`config.mk`:
```
export PLATFORM = sky130hd
export DESIGN_NAME = ordered_list_table_engine
export DESIGN_NICKNAME = d
export VERILOG_FILES = /design/src/rtl/core/olte_pkg.sv /design/src/rtl/core/ordered_list_table_engine.sv /design/src/rtl/core/olte_dp.sv /design/src/rtl/core/olte_ctrl.sv
export SDC_FILE = /design/constraint.sdc
export NUM_CORES = 1
export LEC_CHECK = 0
export BUFFER_PORTS_ARGS = -buffer_cell sky130_fd_sc_hd__buf_4
export CAP_MARGIN = 30
export CORE_MARGIN = 3
export CORE_UTILIZATION = 62
export DETAILED_ROUTE_END_ITERATION = 7
export MAX_ROUTING_LAYER = met4
export PLACE_DENSITY = 0.91
export SYNTH_ARGS = -nofsm -noshare
export SYNTH_HDL_FRONTEND = slang
export SYNTH_HIERARCHICAL = 1
export SYNTH_SLANG_ARGS = --single-unit
```
`constraint.sdc`:
```
create_clock -name clk_i -period 6.2 [get_ports clk_i]
set_input_delay 0.31 -clock clk_i [delete_from_list [all_inputs] [get_ports clk_i]]
set_output_delay 0.31 -clock clk_i [all_outputs]
set_load 0.05 [all_outputs]
```
`src/rtl/core/olte_pkg.sv`:
```
// Shared types and codes for the ordered list table engine.
`default_nettype none

package olte_pkg;

  typedef enum logic [2:0] {
    OP_INS_FRONT = 3'd0,
    OP_INS_BACK  = 3'd1,
    OP_DELETE    = 3'd2,
    OP_SEARCH    = 3'd3,
    OP_LIST      = 3'd4
  } op_e;

  typedef enum logic [2:0] {
    ST_INSERTED  = 3'd0,
    ST_FULL      = 3'd1,
    ST_DELETED   = 3'd2,
    ST_ABSENT    = 3'd3,
    ST_FOUND     = 3'd4,
    ST_NOT_FOUND = 3'd5,
    ST_ELEMENT   = 3'd6,
    ST_EMPTY     = 3'd7
  } status_e;

  typedef enum logic [2:0] {
    S_IDLE,
    S_EXEC,
    S_FRONT_RD,
    S_FRONT_WR,
    S_FRONT_PUT,
    S_SCAN,
    S_DEL_SHIFT,
    S_LIST
  } state_e;

  typedef enum logic [1:0] {
    WA_COUNT,
    WA_ZERO,
    WA_UP,
    WA_DOWN
  } wa_sel_e;

  typedef enum logic {
    WD_VALUE,
    WD_READ
  } wd_sel_e;

  typedef enum logic [1:0] {
    IDX_HOLD,
    IDX_ZERO,
    IDX_TOP,
    IDX_STEP
  } idx_op_e;

  typedef enum logic [1:0] {
    CNT_HOLD,
    CNT_INC,
    CNT_DEC
  } cnt_op_e;

  typedef struct packed {
    logic [2:0]         operation;
    logic signed [31:0] value;
  } in_t;

  typedef struct packed {
    logic [2:0]         status;
    logic [4:0]         position;
    logic signed [31:0] element;
    logic               last;
  } out_t;

  typedef struct packed {
    logic    load_item;
    logic    rd_en;
    logic    idx_down;
    idx_op_e idx_op;
    logic    wr_en;
    wa_sel_e wr_addr_sel;
    wd_sel_e wr_data_sel;
    cnt_op_e cnt_op;
    logic    emit;
    status_e emit_status;
    logic    emit_pos;
    logic    emit_elem;
    logic    emit_last;
  } ctl_cmd_t;

  typedef struct packed {
    logic [2:0] op;
    logic       cnt_zero;
    logic       cnt_full;
    logic       idx_end;
    logic       idx_zero;
    logic       pvld;
    logic       match;
    logic       plast;
  } dp_stat_t;

endpackage

`default_nettype wire

```
`src/rtl/core/ordered_list_table_engine.sv`:
```
// Top level of the ordered list table engine: controller and datapath.
//
//   channel   ports                       transfer
//   command   start, busy, cmd_i          start high while busy low
//   result    res_valid_o, res_o          res_valid_o high, one cycle each
//
// Insert at the back writes the value after the last entry; insert at the front first
// shifts all entries up one place. Delete scans, then shifts later entries down.
// The list memory has one read and one write port with registered read data, so each
// walk or shift moves one entry per cycle. After reset the list is empty at once and
// the memory is not cleared. Results leave at one per cycle and are never held.
`default_nettype none

module ordered_list_table_engine #(
  parameter int unsigned CAPACITY = 16
) (
  input  wire            logic clk_i,
  input  wire            logic rst_ni,
  input  wire            logic start,
  output logic           busy,
  input  wire olte_pkg::in_t cmd_i,
  output olte_pkg::out_t res_o,
  output logic           res_valid_o
);
  import olte_pkg::*;

  ctl_cmd_t ctl_cmd;
  dp_stat_t dp_stat;

  olte_ctrl u_ctrl (
    .clk_i  (clk_i),
    .rst_ni (rst_ni),
    .start_i(start),
    .stat_i (dp_stat),
    .cmd_o  (ctl_cmd),
    .busy_o (busy)
  );

  olte_dp #(
    .CAPACITY(CAPACITY)
  ) u_dp (
    .clk_i      (clk_i),
    .rst_ni     (rst_ni),
    .item_i     (cmd_i),
    .cmd_i      (ctl_cmd),
    .stat_o     (dp_stat),
    .res_o      (res_o),
    .res_valid_o(res_valid_o)
  );

endmodule

`default_nettype wire

```
`src/rtl/core/olte_dp.sv`:
```
// Datapath of the ordered list table engine: list memory, pointers, count, result register.
`default_nettype none

module olte_dp #(
  parameter int unsigned CAPACITY = 16
) (
  input  wire                logic clk_i,
  input  wire                logic rst_ni,
  input  wire olte_pkg::in_t      item_i,
  input  wire olte_pkg::ctl_cmd_t cmd_i,
  output olte_pkg::dp_stat_t stat_o,
  output olte_pkg::out_t     res_o,
  output logic               res_valid_o
);
  import olte_pkg::*;

  localparam int unsigned CW = $clog2(CAPACITY + 1);
  localparam int unsigned IW = $clog2(CAPACITY);

  logic [31:0]        mem_q [CAPACITY];
  logic [2:0]         op_q;
  logic signed [31:0] key_q;
  logic [CW-1:0]      count_q, count_d;
  logic [CW-1:0]      idx_q, idx_d;
  logic [CW-1:0]      pidx_q;
  logic               pvld_q;
  logic [31:0]        rdata_q;
  logic [CW-1:0]      wa;
  logic [31:0]        wd;
  logic [CW:0]        pos_w;
  out_t               res_d;
  out_t               res_q;
  logic               res_vld_q;

  always_comb begin
    case (cmd_i.wr_addr_sel)
      WA_COUNT: wa = count_q;
      WA_ZERO:  wa = '0;
      WA_UP:    wa = pidx_q + CW'(1);
      WA_DOWN:  wa = pidx_q - CW'(1);
      default:  wa = '0;
    endcase
    wd = (cmd_i.wr_data_sel == WD_READ) ? rdata_q : key_q;
  end

  always_ff @(posedge clk_i) begin
    if (cmd_i.wr_en) begin
      mem_q[wa[IW-1:0]] <= wd;
    end
    if (cmd_i.rd_en) begin
      rdata_q <= mem_q[idx_q[IW-1:0]];
    end
    if (cmd_i.load_item) begin
      op_q  <= item_i.operation;
      key_q <= item_i.value;
    end
    pidx_q <= idx_q;
    res_q  <= res_d;
  end

  always_comb begin
    case (cmd_i.idx_op)
      IDX_HOLD: idx_d = idx_q;
      IDX_ZERO: idx_d = '0;
      IDX_TOP:  idx_d = count_q - CW'(1);
      IDX_STEP: idx_d = cmd_i.idx_down ? idx_q - CW'(1) : idx_q + CW'(1);
      default:  idx_d = idx_q;
    endcase
    case (cmd_i.cnt_op)
      CNT_HOLD: count_d = count_q;
      CNT_INC:  count_d = count_q + CW'(1);
      CNT_DEC:  count_d = count_q - CW'(1);
      default:  count_d = count_q;
    endcase
  end

  always_ff @(posedge clk_i or negedge rst_ni) begin
    if (!rst_ni) begin
      count_q   <= '0;
      idx_q     <= '0;
      pvld_q    <= 1'b0;
      res_vld_q <= 1'b0;
    end else begin
      count_q   <= count_d;
      idx_q     <= idx_d;
      pvld_q    <= cmd_i.rd_en;
      res_vld_q <= cmd_i.emit;
    end
  end

  always_comb begin
    pos_w          = {1'b0, pidx_q} + (CW + 1)'(1);
    res_d.status   = cmd_i.emit_status;
    res_d.position = cmd_i.emit_pos ? 5'(pos_w) : 5'd0;
    res_d.element  = cmd_i.emit_elem ? rdata_q : 32'sd0;
    res_d.last     = cmd_i.emit_last;
  end

  assign stat_o.op       = op_q;
  assign stat_o.cnt_zero = (count_q == '0);
  assign stat_o.cnt_full = (count_q >= CW'(CAPACITY));
  assign stat_o.idx_end  = (idx_q >= count_q);
  assign stat_o.idx_zero = (idx_q == '0);
  assign stat_o.pvld     = pvld_q;
  assign stat_o.match    = pvld_q && (rdata_q == key_q);
  assign stat_o.plast    = (pidx_q == count_q - CW'(1));

  assign res_o       = res_q;
  assign res_valid_o = res_vld_q;

  a_count_range: assert property (@(posedge clk_i) disable iff (!rst_ni)
    count_q <= CW'(CAPACITY))
    else $error("entry count above capacity");

  a_read_range: assert property (@(posedge clk_i) disable iff (!rst_ni)
    cmd_i.rd_en |-> idx_q < count_q)
    else $error("read beyond valid entries");

  a_write_range: assert property (@(posedge clk_i) disable iff (!rst_ni)
    cmd_i.wr_en |-> wa < CW'(CAPACITY))
    else $error("write beyond capacity");

  a_count_step: assert property (@(posedge clk_i) disable iff (!rst_ni)
    cmd_i.cnt_op == CNT_DEC |-> count_q != '0)
    else $error("count decrement on empty list");

endmodule

`default_nettype wire

```
`src/rtl/core/olte_ctrl.sv`:
```
// Controller state machine of the ordered list table engine.
`default_nettype none

module olte_ctrl (
  input  wire                logic clk_i,
  input  wire                logic rst_ni,
  input  wire                logic start_i,
  input  wire olte_pkg::dp_stat_t stat_i,
  output olte_pkg::ctl_cmd_t cmd_o,
  output logic               busy_o
);
  import olte_pkg::*;

  state_e state_q, state_d;
  op_e    op;

  assign op = op_e'(stat_i.op);

  always_ff @(posedge clk_i or negedge rst_ni) begin
    if (!rst_ni) begin
      state_q <= S_IDLE;
    end else begin
      state_q <= state_d;
    end
  end

  always_comb begin
    state_d = state_q;
    case (state_q)
      S_IDLE: begin
        if (start_i) state_d = S_EXEC;
      end
      S_EXEC: begin
        case (op)
          OP_INS_FRONT: begin
            if (stat_i.cnt_full)      state_d = S_IDLE;
            else if (stat_i.cnt_zero) state_d = S_FRONT_PUT;
            else                      state_d = S_FRONT_RD;
          end
          OP_INS_BACK:  state_d = S_IDLE;
          OP_DELETE:    state_d = S_SCAN;
          OP_SEARCH:    state_d = S_SCAN;
          OP_LIST:      state_d = stat_i.cnt_zero ? S_IDLE : S_LIST;
          default:      state_d = S_IDLE;
        endcase
      end
      S_FRONT_RD: begin
        if (stat_i.idx_zero) state_d = S_FRONT_WR;
      end
      S_FRONT_WR:  state_d = S_FRONT_PUT;
      S_FRONT_PUT: state_d = S_IDLE;
      S_SCAN: begin
        if (stat_i.match) begin
          state_d = (op == OP_DELETE) ? S_DEL_SHIFT : S_IDLE;
        end else if (stat_i.idx_end && !stat_i.pvld) begin
          state_d = S_IDLE;
        end
      end
      S_DEL_SHIFT: begin
        if (stat_i.idx_end && !stat_i.pvld) state_d = S_IDLE;
      end
      S_LIST: begin
        if (stat_i.pvld && stat_i.plast) state_d = S_IDLE;
      end
      default: state_d = S_IDLE;
    endcase
  end

  always_comb begin
    cmd_o             = '0;
    cmd_o.idx_op      = IDX_HOLD;
    cmd_o.wr_addr_sel = WA_COUNT;
    cmd_o.wr_data_sel = WD_VALUE;
    cmd_o.cnt_op      = CNT_HOLD;
    cmd_o.emit_status = ST_INSERTED;
    case (state_q)
      S_IDLE: begin
        cmd_o.load_item = start_i;
      end
      S_EXEC: begin
        case (op)
          OP_INS_FRONT: begin
            if (stat_i.cnt_full) begin
              cmd_o.emit        = 1'b1;
              cmd_o.emit_status = ST_FULL;
              cmd_o.emit_last   = 1'b1;
            end else begin
              cmd_o.idx_op = IDX_TOP;
            end
          end
          OP_INS_BACK: begin
            cmd_o.emit      = 1'b1;
            cmd_o.emit_last = 1'b1;
            if (stat_i.cnt_full) begin
              cmd_o.emit_status = ST_FULL;
            end else begin
              cmd_o.wr_en       = 1'b1;
              cmd_o.cnt_op      = CNT_INC;
              cmd_o.emit_status = ST_INSERTED;
            end
          end
          OP_DELETE, OP_SEARCH: begin
            cmd_o.idx_op = IDX_ZERO;
          end
          OP_LIST: begin
            if (stat_i.cnt_zero) begin
              cmd_o.emit        = 1'b1;
              cmd_o.emit_status = ST_EMPTY;
              cmd_o.emit_last   = 1'b1;
            end else begin
              cmd_o.idx_op = IDX_ZERO;
            end
          end
          default: cmd_o.emit = 1'b0;
        endcase
      end
      S_FRONT_RD: begin
        cmd_o.rd_en       = 1'b1;
        cmd_o.idx_op      = stat_i.idx_zero ? IDX_HOLD : IDX_STEP;
        cmd_o.idx_down    = 1'b1;
        cmd_o.wr_en       = stat_i.pvld;
        cmd_o.wr_addr_sel = WA_UP;
        cmd_o.wr_data_sel = WD_READ;
      end
      S_FRONT_WR: begin
        cmd_o.wr_en       = 1'b1;
        cmd_o.wr_addr_sel = WA_UP;
        cmd_o.wr_data_sel = WD_READ;
      end
      S_FRONT_PUT: begin
        cmd_o.wr_en       = 1'b1;
        cmd_o.wr_addr_sel = WA_ZERO;
        cmd_o.wr_data_sel = WD_VALUE;
        cmd_o.cnt_op      = CNT_INC;
        cmd_o.emit        = 1'b1;
        cmd_o.emit_status = ST_INSERTED;
        cmd_o.emit_last   = 1'b1;
      end
      S_SCAN: begin
        cmd_o.rd_en  = !stat_i.idx_end;
        cmd_o.idx_op = stat_i.idx_end ? IDX_HOLD : IDX_STEP;
        if (stat_i.match) begin
          if (op != OP_DELETE) begin
            cmd_o.emit        = 1'b1;
            cmd_o.emit_status = ST_FOUND;
            cmd_o.emit_pos    = 1'b1;
            cmd_o.emit_last   = 1'b1;
          end
        end else if (stat_i.idx_end && !stat_i.pvld) begin
          cmd_o.emit        = 1'b1;
          cmd_o.emit_status = (op == OP_DELETE) ? ST_ABSENT : ST_NOT_FOUND;
          cmd_o.emit_last   = 1'b1;
        end
      end
      S_DEL_SHIFT: begin
        cmd_o.rd_en       = !stat_i.idx_end;
        cmd_o.idx_op      = stat_i.idx_end ? IDX_HOLD : IDX_STEP;
        cmd_o.wr_en       = stat_i.pvld;
        cmd_o.wr_addr_sel = WA_DOWN;
        cmd_o.wr_data_sel = WD_READ;
        if (stat_i.idx_end && !stat_i.pvld) begin
          cmd_o.cnt_op      = CNT_DEC;
          cmd_o.emit        = 1'b1;
          cmd_o.emit_status = ST_DELETED;
          cmd_o.emit_last   = 1'b1;
        end
      end
      S_LIST: begin
        cmd_o.rd_en       = !stat_i.idx_end;
        cmd_o.idx_op      = stat_i.idx_end ? IDX_HOLD : IDX_STEP;
        cmd_o.emit        = stat_i.pvld;
        cmd_o.emit_status = ST_ELEMENT;
        cmd_o.emit_pos    = 1'b1;
        cmd_o.emit_elem   = 1'b1;
        cmd_o.emit_last   = stat_i.plast;
      end
      default: cmd_o.emit = 1'b0;
    endcase
  end

  assign busy_o = (state_q != S_IDLE);

  a_load_exec: assert property (@(posedge clk_i) disable iff (!rst_ni)
    cmd_o.load_item |=> state_q == S_EXEC)
    else $error("accepted item did not start execution");

  a_emit_busy: assert property (@(posedge clk_i) disable iff (!rst_ni)
    cmd_o.emit |-> busy_o)
    else $error("result issued while idle");

  a_rd_wr_busy: assert property (@(posedge clk_i) disable iff (!rst_ni)
    (cmd_o.rd_en || cmd_o.wr_en) |-> busy_o)
    else $error("memory access while idle");

endmodule

`default_nettype wire

```
======== Word level (Yosys, flattened, before mapping) ========
Memory sizes are Yosys's and may differ from the RTL's. A register that Yosys moved wholly into a read port is not among the register bits.
Index checks and enable logic that the tools add are counted.
storage, ports and cells
  bits in registers ....................... 96
  latch bits .............................. 0
  bits in writable memories ............... 512
  ROM bits ................................ 0
  input port bits ......................... 38
  output and inout bits ................... 43
  word-level logic and storage cells ...... 121
  memories ................................ 1
operators by class
  add/sub/neg operators ................... 7
  $mul .................................... 0
  div/mod/pow operators ................... 0
  order comparisons ....................... 2
  equality and inequality tests ........... 25
  shifts and indexed selects .............. 0
  multiplexer cells ....................... 55
  bitwise logic cells ..................... 0
  reductions and logical operators ........ 19
memory list
  memory      words  bits a word  rd ports  clocked after Yosys merged registers in  write ports  line           text
  u_dp.mem_q  16     32           1         1                                        1            olte_dp.sv:20  logic [31:0] mem_q [CAPACITY];
operators by type and width
  operator                                             number
  equality test 32 bit                                 1
  two-way mux 32 bit                                   1
  two-way mux 3 bit                                    10
  one-hot mux 3 bit (3 select lines)                   3
  one-hot mux 3 bit (8 select lines)                   1
  one-hot mux 4 bit (5 select lines)                   1
  one-hot mux 2 bit (3 select lines)                   3
  two-way mux 1 bit                                    17
  two-way mux 4 bit                                    4
  one-hot mux 4 bit (4 select lines)                   1
  adder 5 x 1 -> 5 bit, second input constant          3
  equality test 3 bit, second input constant           5
  one-hot mux 5 bit (3 select lines)                   1
  equality test 3 x 2 -> 1 bit, second input constant  4
  equality test 2 bit, second input constant           5
  zero test 5 bit                                      2
  two-way mux 5 bit                                    2
  one-hot mux 5 bit (2 select lines)                   1
  subtractor 5 x 1 -> 5 bit, second input constant     2
  one-hot mux 1 bit (3 select lines)                   3
  OR reduction 2 bit                                   4
  equality test 2 x 1 -> 1 bit, second input constant  3
  equality test 3 x 1 -> 1 bit, second input constant  2
  zero test 3 bit                                      2
  19 further kinds                                     27

======== Depth between registers and ports, before layout ========
Gate-level depths: netlist of run 1.
  depth after elaboration ................. 6
  mapped depth ............................ 17
  mapped depth without buffers ............ 14

======== Modules after synthesis ========
Netlist of run 1, hierarchy kept.
by module, submodules not included
  module     times used  cells an instance  area each (um^2)  seq. area each (um^2)
  olte_dp    1           1099               24308.3           18607.8
  olte_ctrl  1           87                 590.6             75.1

======== Worst setup path before layout of run 1 ========
No wires, ideal clock.
  path type ............................... register to register
  start ................................... register u_ctrl.state_q[1]
  end ..................................... memory u_dp.mem_q[15][0] (enable)
  library setup time ...................... 0.461 ns
  arrival time ............................ 4.700 ns
  required time ........................... 5.739 ns
  path slack .............................. 1.039 ns
  stages on the path, launching flop included .. 13
  path buffers ............................ 3
  period minus slack after synthesis ...... 5.161 ns
  path through ............................ dfrtp_1 clkbuf_1 and2_1 buf_4 clkbuf_1 nand2_1 xnor2_1 ha_1 or3_1 and3_1 o32ai_1 nand2_1 nor3_1
RTL lines
  what                    line             text
  from (decl)             olte_ctrl.sv:14  state_e state_q, state_d;
  from (signal assigned)  olte_ctrl.sv:23  state_q <= state_d;
  to (decl)               olte_dp.sv:20

==> results of run 1 <==
## kinds of logic (layout without fill, tap and decap cells)
logic type	Yosys count	after routing	synth area share (%)
AOI/OAI and AO/OA	53	53	1.447
xor gates and xnor gates	53	53	1.864
adders and majority gates	14	14	0.7337
buffers and inverters	74	274	1.312
DFF	640	640	75.04
muxes	194	194	16.00
other	0	1	0
and+or+nand+nor	158	158	3.608
## stage by stage
stage          utilization (%)  hold slack (ns)  worst slack (ns)  area (µm²)
2_1_floorplan                -          0.01441             1.039       24900
3_3_place_gp             66.80           0.1858             2.228       26180
3_5_place_dp             67.15           0.1843             1.825       26310
4_1_cts                  73.23          0.08006             1.613       28700
5_1_grt                  73.31           0.1139             1.323       28730
6_report                 73.31          0.09865             1.486       28730
## routing by layer
| layer | up-vias | track usage (%) | routed length, µm |
|---|---|---|---|
| met2 | 1195 | 51.79 | 32780 |
| met4 | 0 | 13.77 | 3310 |
| li1 | 5140 | - | - |
| met3 | 217 | 6.410 | 7533 |
| met5 | - | - | 0 |
| met1 | 6758 | 42.92 | 22040 |
## power breakdown
| part | total [mW] | internal [mW] | switching (mW) |
|---|---|---|---|
| registers | 6.35 | 5.82 | 0.523 |
| clock network | 3.77 | 2.15 | 1.63 |
| logic | 3.82 | 1.53 | 2.29 |
## state kept, by name, summed over array words and instances (netlist names)
register	count
u_dp/res_valid_o	1
u_dp/pidx_q	5
u_dp/idx_q	5
u_dp/res_o	41
u_dp/mem_q	512
u_dp/count_q	5
u_dp/pvld_q	1
u_dp/rdata_q	32
u_ctrl/state_q	3
u_dp/key_q	32
u_dp/op_q	3
## worst paths after layout
kind,startpoint,endpoint,slack (ns),depth (start not counted)
setup / recovery,u_ctrl/state_q[2],u_dp/mem_q[0][24],1.49,7
hold / removal,rst_ni,u_dp/count_q[1],0.1,2
setup reg to reg,u_ctrl/state_q[2],u_dp/mem_q[0][24],1.49,7
hold reg to reg,u_dp/idx_q[4],u_dp/pidx_q[4],0.50,0
max in group asynchronous,rst_ni,u_dp/idx_q[1],5.89,2
min in group clk_i,start,u_ctrl/state_q[0],0.17,4
## placed cells by master (no fill, tap or decap), types with 11 or more instances in the layout
master,count
ha_1,13
nor2_1,19
dfxtp_1,46
a21oi_1,15
clkbuf_16,61
clkbuf_8,17
buf_4,101
mux4_2,160
clkbuf_1,16
nand2_1,19
edfxtp_1,579
mux2_2,32
and2_1,38
inv_1,15
o21ai_0,12
xnor2_1,43
dfrtp_1,11
dlygate4sd3_1,36
## cell type report
cell class	instances	area, µm²
Clock inverter	19	203.9
Multi-Input combinational cell	472	5998
Clock buffer	94	1821
Inverter	16	60.06
Antenna cell	1	2.502
Timing Repair Buffer	145	1301
Tap cell	518	648.1
Fill cell	1983	10460
Sequential cell	640	18690
==> metrics.cfg, run 1 <==
[yosys]
yosysTopAreaCellShare_pct = 69.83
netlist_top_cells_area = edfxtp_1 (70%), mux4_2 (14%), dfxtp_1 (3.7%)
synth_edf_count = 579
synth_cells = 1186
ys_types = 63
yosysSeqAreaShare_pct = 75.04
synth_most_common_cell = edfxtp_1
synth.avg_cell_area_um2 = 20.99
synth-seq-cells = 640
syn_nets = 1238
synth_area_um2 = 24900
async_reset_ff_share_pct = 2.344
yosys_most_used_dff = edfxtp_1
synth_top_area_cell = edfxtp_1
netlist_top_cells_count = edfxtp_1 (579), mux4_2 (160), dfxtp_1 (46)
ys_warn_count = 6

[pwr]
p_leak_nw = 9.355
finalPower_mw = 13.94
peakVddDrop_mv = 0.3055
p_per_area_nw_per_um2 = 485.3

[grt]
track_usage_pct = 32.86
grt_pass1_vias = 13428
grt_start_max_net_pins = 107
grt_overflow_total = 0
grt_pass1_wl_um = 95770
antenna_found_initial = 1

[critical_path]
critPathKind = reg2reg
crit_fanout = 20
startpoint_type = flip-flop
worstSetupEndpointType = flip-flop
slowest_delay_ns = 0.86
cp_top_family = simple AND/OR/NAND/NOR gates
crit_chain = nor2b_1 > or4b_1 > and4_4 > nor3_2 > nand2_1 > nor2_4 > buf_4
arrival_ns = 5.00
critPathRequiredTime_ns = 6.49
timing.critical_path.buf_inv = 1
critPathSlowestCell = nor2_4

[floorplanning]
rows = 72
start_util_pct = 63.54
fp.dieH_um = 206.4
die_area_um2 = 42600
design.core.area_um2 = 39190
boundaryPins = 81
die_x_um = 206.4

[routing]
drcViolationCount = 0
wl_per_cell_um = 34.47
viasPerCell = 6.987
drt-initial-drc-count = 2016
wirelength_um = 65670
ant_nets = 0
first_pass_iters = 5
vias = 13310

[sta]
rsz0062_at_grt = no
fin_crit_sh_pct = 76.03
tightest_slew_ns = 1.006
finalClockSkew_ns = 0.02991
tns_ns = 0
max_freq_mhz = 212.1
setup_viol = 0
fin_crit_ns = 4.714
hold_viol = 0
slew-limit-headroom_pct = 32.91
slew_viol_final = 0

[clock_network]
cts.sink_count = 640
cts_hold_buf = 36
post-cts-setup-buffers = 0
numCtsBuffers = 60
clock_path_buffers = 3
cts_root_buffer = clkbuf_16
cts_tree = built
cts_resized = 0
path_clk_slew_ns = 0.06
htreeDepth = 2
clk_latency_ns = 0.64

[finish]
finalNonFillerCells = 1905
area_delta_synth_final_pct = 15.38
nNetsFinal = 1387
drive_above_1_share_pct = 31.02

[hold_path]
hp-class = in2async

[run]
drv_cap = 0

[place]
hpwl_um = 35060
dp.cells = 1754
port_buffers = 80
place.gp.congestion = 0.8849

[run_status]
status = finished clean

No activity file was read; power rests on OpenSTA's default activity.
==> run 2: changes to the inputs <==
- CORE_UTILIZATION: 62 -> 56
- PLACE_DENSITY: 0.91 -> 0.87
- clock period: 6.2 -> 4.2 ns (I/O delays scaled with it)
==> metrics.cfg, run 2 (synthesis gave the netlist of run 1 again) <==
[run]
drv_cap = 0  ; unchanged

[sta]
setup_viol = 0  ; unchanged
tightest_slew_ns = 1.003  ; -0.003802 ns
fin_crit_sh_pct = 96.35  ; +20 points
slew-limit-headroom_pct = 33.16  ; +0.25 points
hold_viol = 0  ; unchanged
whs_ns = 0.07348  ; -0.02517 ns
finalClockSkew_ns = 0.02427  ; -0.005641 ns
max_freq_mhz = 247.1  ; +16%
final.setup.worst_slack_ns = 0.1532  ; -1.333 ns
fin_crit_ns = 4.047  ; -0.6672 ns
slew_viol_final = 0  ; unchanged
rsz0062_at_grt = no
tns_ns = 0  ; unchanged

[floorplanning]
boundaryPins = 81  ; unchanged
rows = 76  ; +5.6%
die_x_um = 216.9  ; +5.1%
design.core.area_um2 = 43460  ; +11%
fp.dieH_um = 216.9  ; +5.1%
die_area_um2 = 47030  ; +10%
start_util_pct = 57.30  ; -6.2 points

[pwr]
p_leak_nw = 9.401  ; +0.50%
p_per_area_nw_per_um2 = 715.7  ; +47%
finalPower_mw = 20.67  ; +48%
peakVddDrop_mv = 0.4286  ; +40%

[clock_network]
cts_tree = built
cts_root_buffer = clkbuf_16
path_clk_slew_ns = 0.06  ; about the same
htreeDepth = 2  ; unchanged
numCtsBuffers = 61  ; +1.7%
post-cts-setup-buffers = 0  ; unchanged
clk_latency_ns = 0.64  ; about the same
cts.sink_count = 640  ; unchanged
clock_path_buffers = 3  ; unchanged

[finish]
area_delta_synth_final_pct = 16.02
final_cell_mix = edfxtp_1 (579), mux4_2 (160), buf_4 (110)
fin_area_um2 = 28890  ; +0.55%
finalNonFillerCells = 1979  ; +3.9%
n_antenna_cell = 0  ; -1
final_common_cell = edfxtp_1
largest_reg_flops = 512  ; unchanged
nNetsFinal = 1395  ; +0.58%
utilization_pct = 66.47  ; -6.8 points
drive_above_1_share_pct = 31.49  ; +0.47 points
seq_area_um2 = 18690  ; unchanged
multiInputGateArea_um2 = 6036  ; +0.63%
fill_cells = 2586  ; +30%

[hold_path]
hold_depth = 4
min_to = u_ctrl/state_q[0]
hp-class = in2reg
hold_start = start

[routing]
drcViolationCount = 2  ; +2
drt-initial-drc-count = 1812  ; -10%
first_pass_iters = 8  ; +3
wirelength_um = 62420  ; -4.9%
ant_nets = 0  ; unchanged
viasPerCell = 6.524  ; -6.6%
wl_per_cell_um = 31.54  ; -8.5%
vias = 12911  ; -3.0%

[grt]
antenna_found_initial = 0  ; -1
track_usage_pct = 28.29  ; -4.6 points
grt_start_max_net_pins = 133  ; +24%
grt_pass1_vias = 13396  ; -0.24%
grt_overflow_total = 0  ; unchanged
grt_pass1_wl_um = 93170  ; -2.7%

[run_status]
status = complete, but fails checks
violations = design-rule violations

[critical_path]
critPathRequiredTime_ns = 4.45  ; -2.04 ns
arrival_ns = 4.30  ; -0.70 ns
reg2reg_from = u_ctrl/state_q[0]
rrSetupSlack_ns = 0.15  ; -1.33 ns
startpoint_type = flip-flop
critPathKind = reg2reg
r2r_cells = 11  ; +4
crit_fanout = 32  ; +60%
reg2reg_to = u_dp/mem_q[13][12]
worstSetupEndpointType = flip-flop

[place]
port_buffers = 80  ; unchanged
dpl-instance-area_um2 = 26430  ; +0.43%
dp.cells = 1827  ; +4.2%
dp_slack_ns = 0.4417  ; -1.384 ns
hpwl_um = 33440  ; -4.6%
place.gp.congestion = 0.8484  ; -4.1%

run 2: cell types whose count changed in the layout (fill, tap and decap cells not counted), moves of 5 or more:
cell        before  now
buf_4          101  110
clkbuf_1        16    7
clkbuf_8        17    3
clkinv_1         1    8
clkinvlp_4       2    7
nor3_2          10    4
nor3_4           0    6
run 2: worst max-delay path: stages (launching register included):
cell and delay, ns:
dfrtp_1 0.63, nand2_1 0.20, and2_2 0.25, nand2_1 0.08, xnor2_1 0.10, ha_1 0.24
or3_1 0.31, and3_1 0.19, o32ai_1 0.32, nand2_1 0.49, nor3_4 0.26, buf_4 0.55
run 2: timing repair:
action / CTS / global route
hold buffers: 37 / 0
hold endpoints to repair: 50 / 0
gates resized for setup: 0 / 0
run 2: worst max path at each step:
stage / startpoint / to
floorplan: u_ctrl/state_q[1] / u_dp/mem_q[15][0]
global placement: u_ctrl/state_q[2] / u_dp/mem_q[12][9]
detailed placement: u_ctrl/state_q[0] / u_dp/mem_q[13][12]
CTS: u_ctrl/state_q[0] / u_dp/mem_q[13][8]
global route: u_ctrl/state_q[0] / u_dp/mem_q[13][11]
finish: u_ctrl/state_q[0] / u_dp/mem_q[13][12]
run 2: final cells by class:
cell class	instances	area share (%)
Tap cell	585	2.534
Inverter	16	0.2079
Timing Repair Buffer	152	4.513
Sequential cell	640	64.71
Multi-Input combinational cell	472	20.89
Clock buffer	73	5.692
Clock inverter	41	1.447
run 2: report_power, final:
| group | switching, mW | internal [mW] | total (mW) |
|---|---|---|---|
| sequential | 0.637 | 8.59 | 9.23 |
| clock | 2.43 | 3.23 | 5.66 |
| combinational | 3.50 | 2.28 | 5.78 |
run 2: routing by layer:
layer,wire length [µm],vias up,global-route usage (%)
met2,30830,993,44.90
met3,7305,211,6.911
li1,-,5152,-
met5,0,-,-
met4,3099,0,11.18
met1,21190,6555,35.90
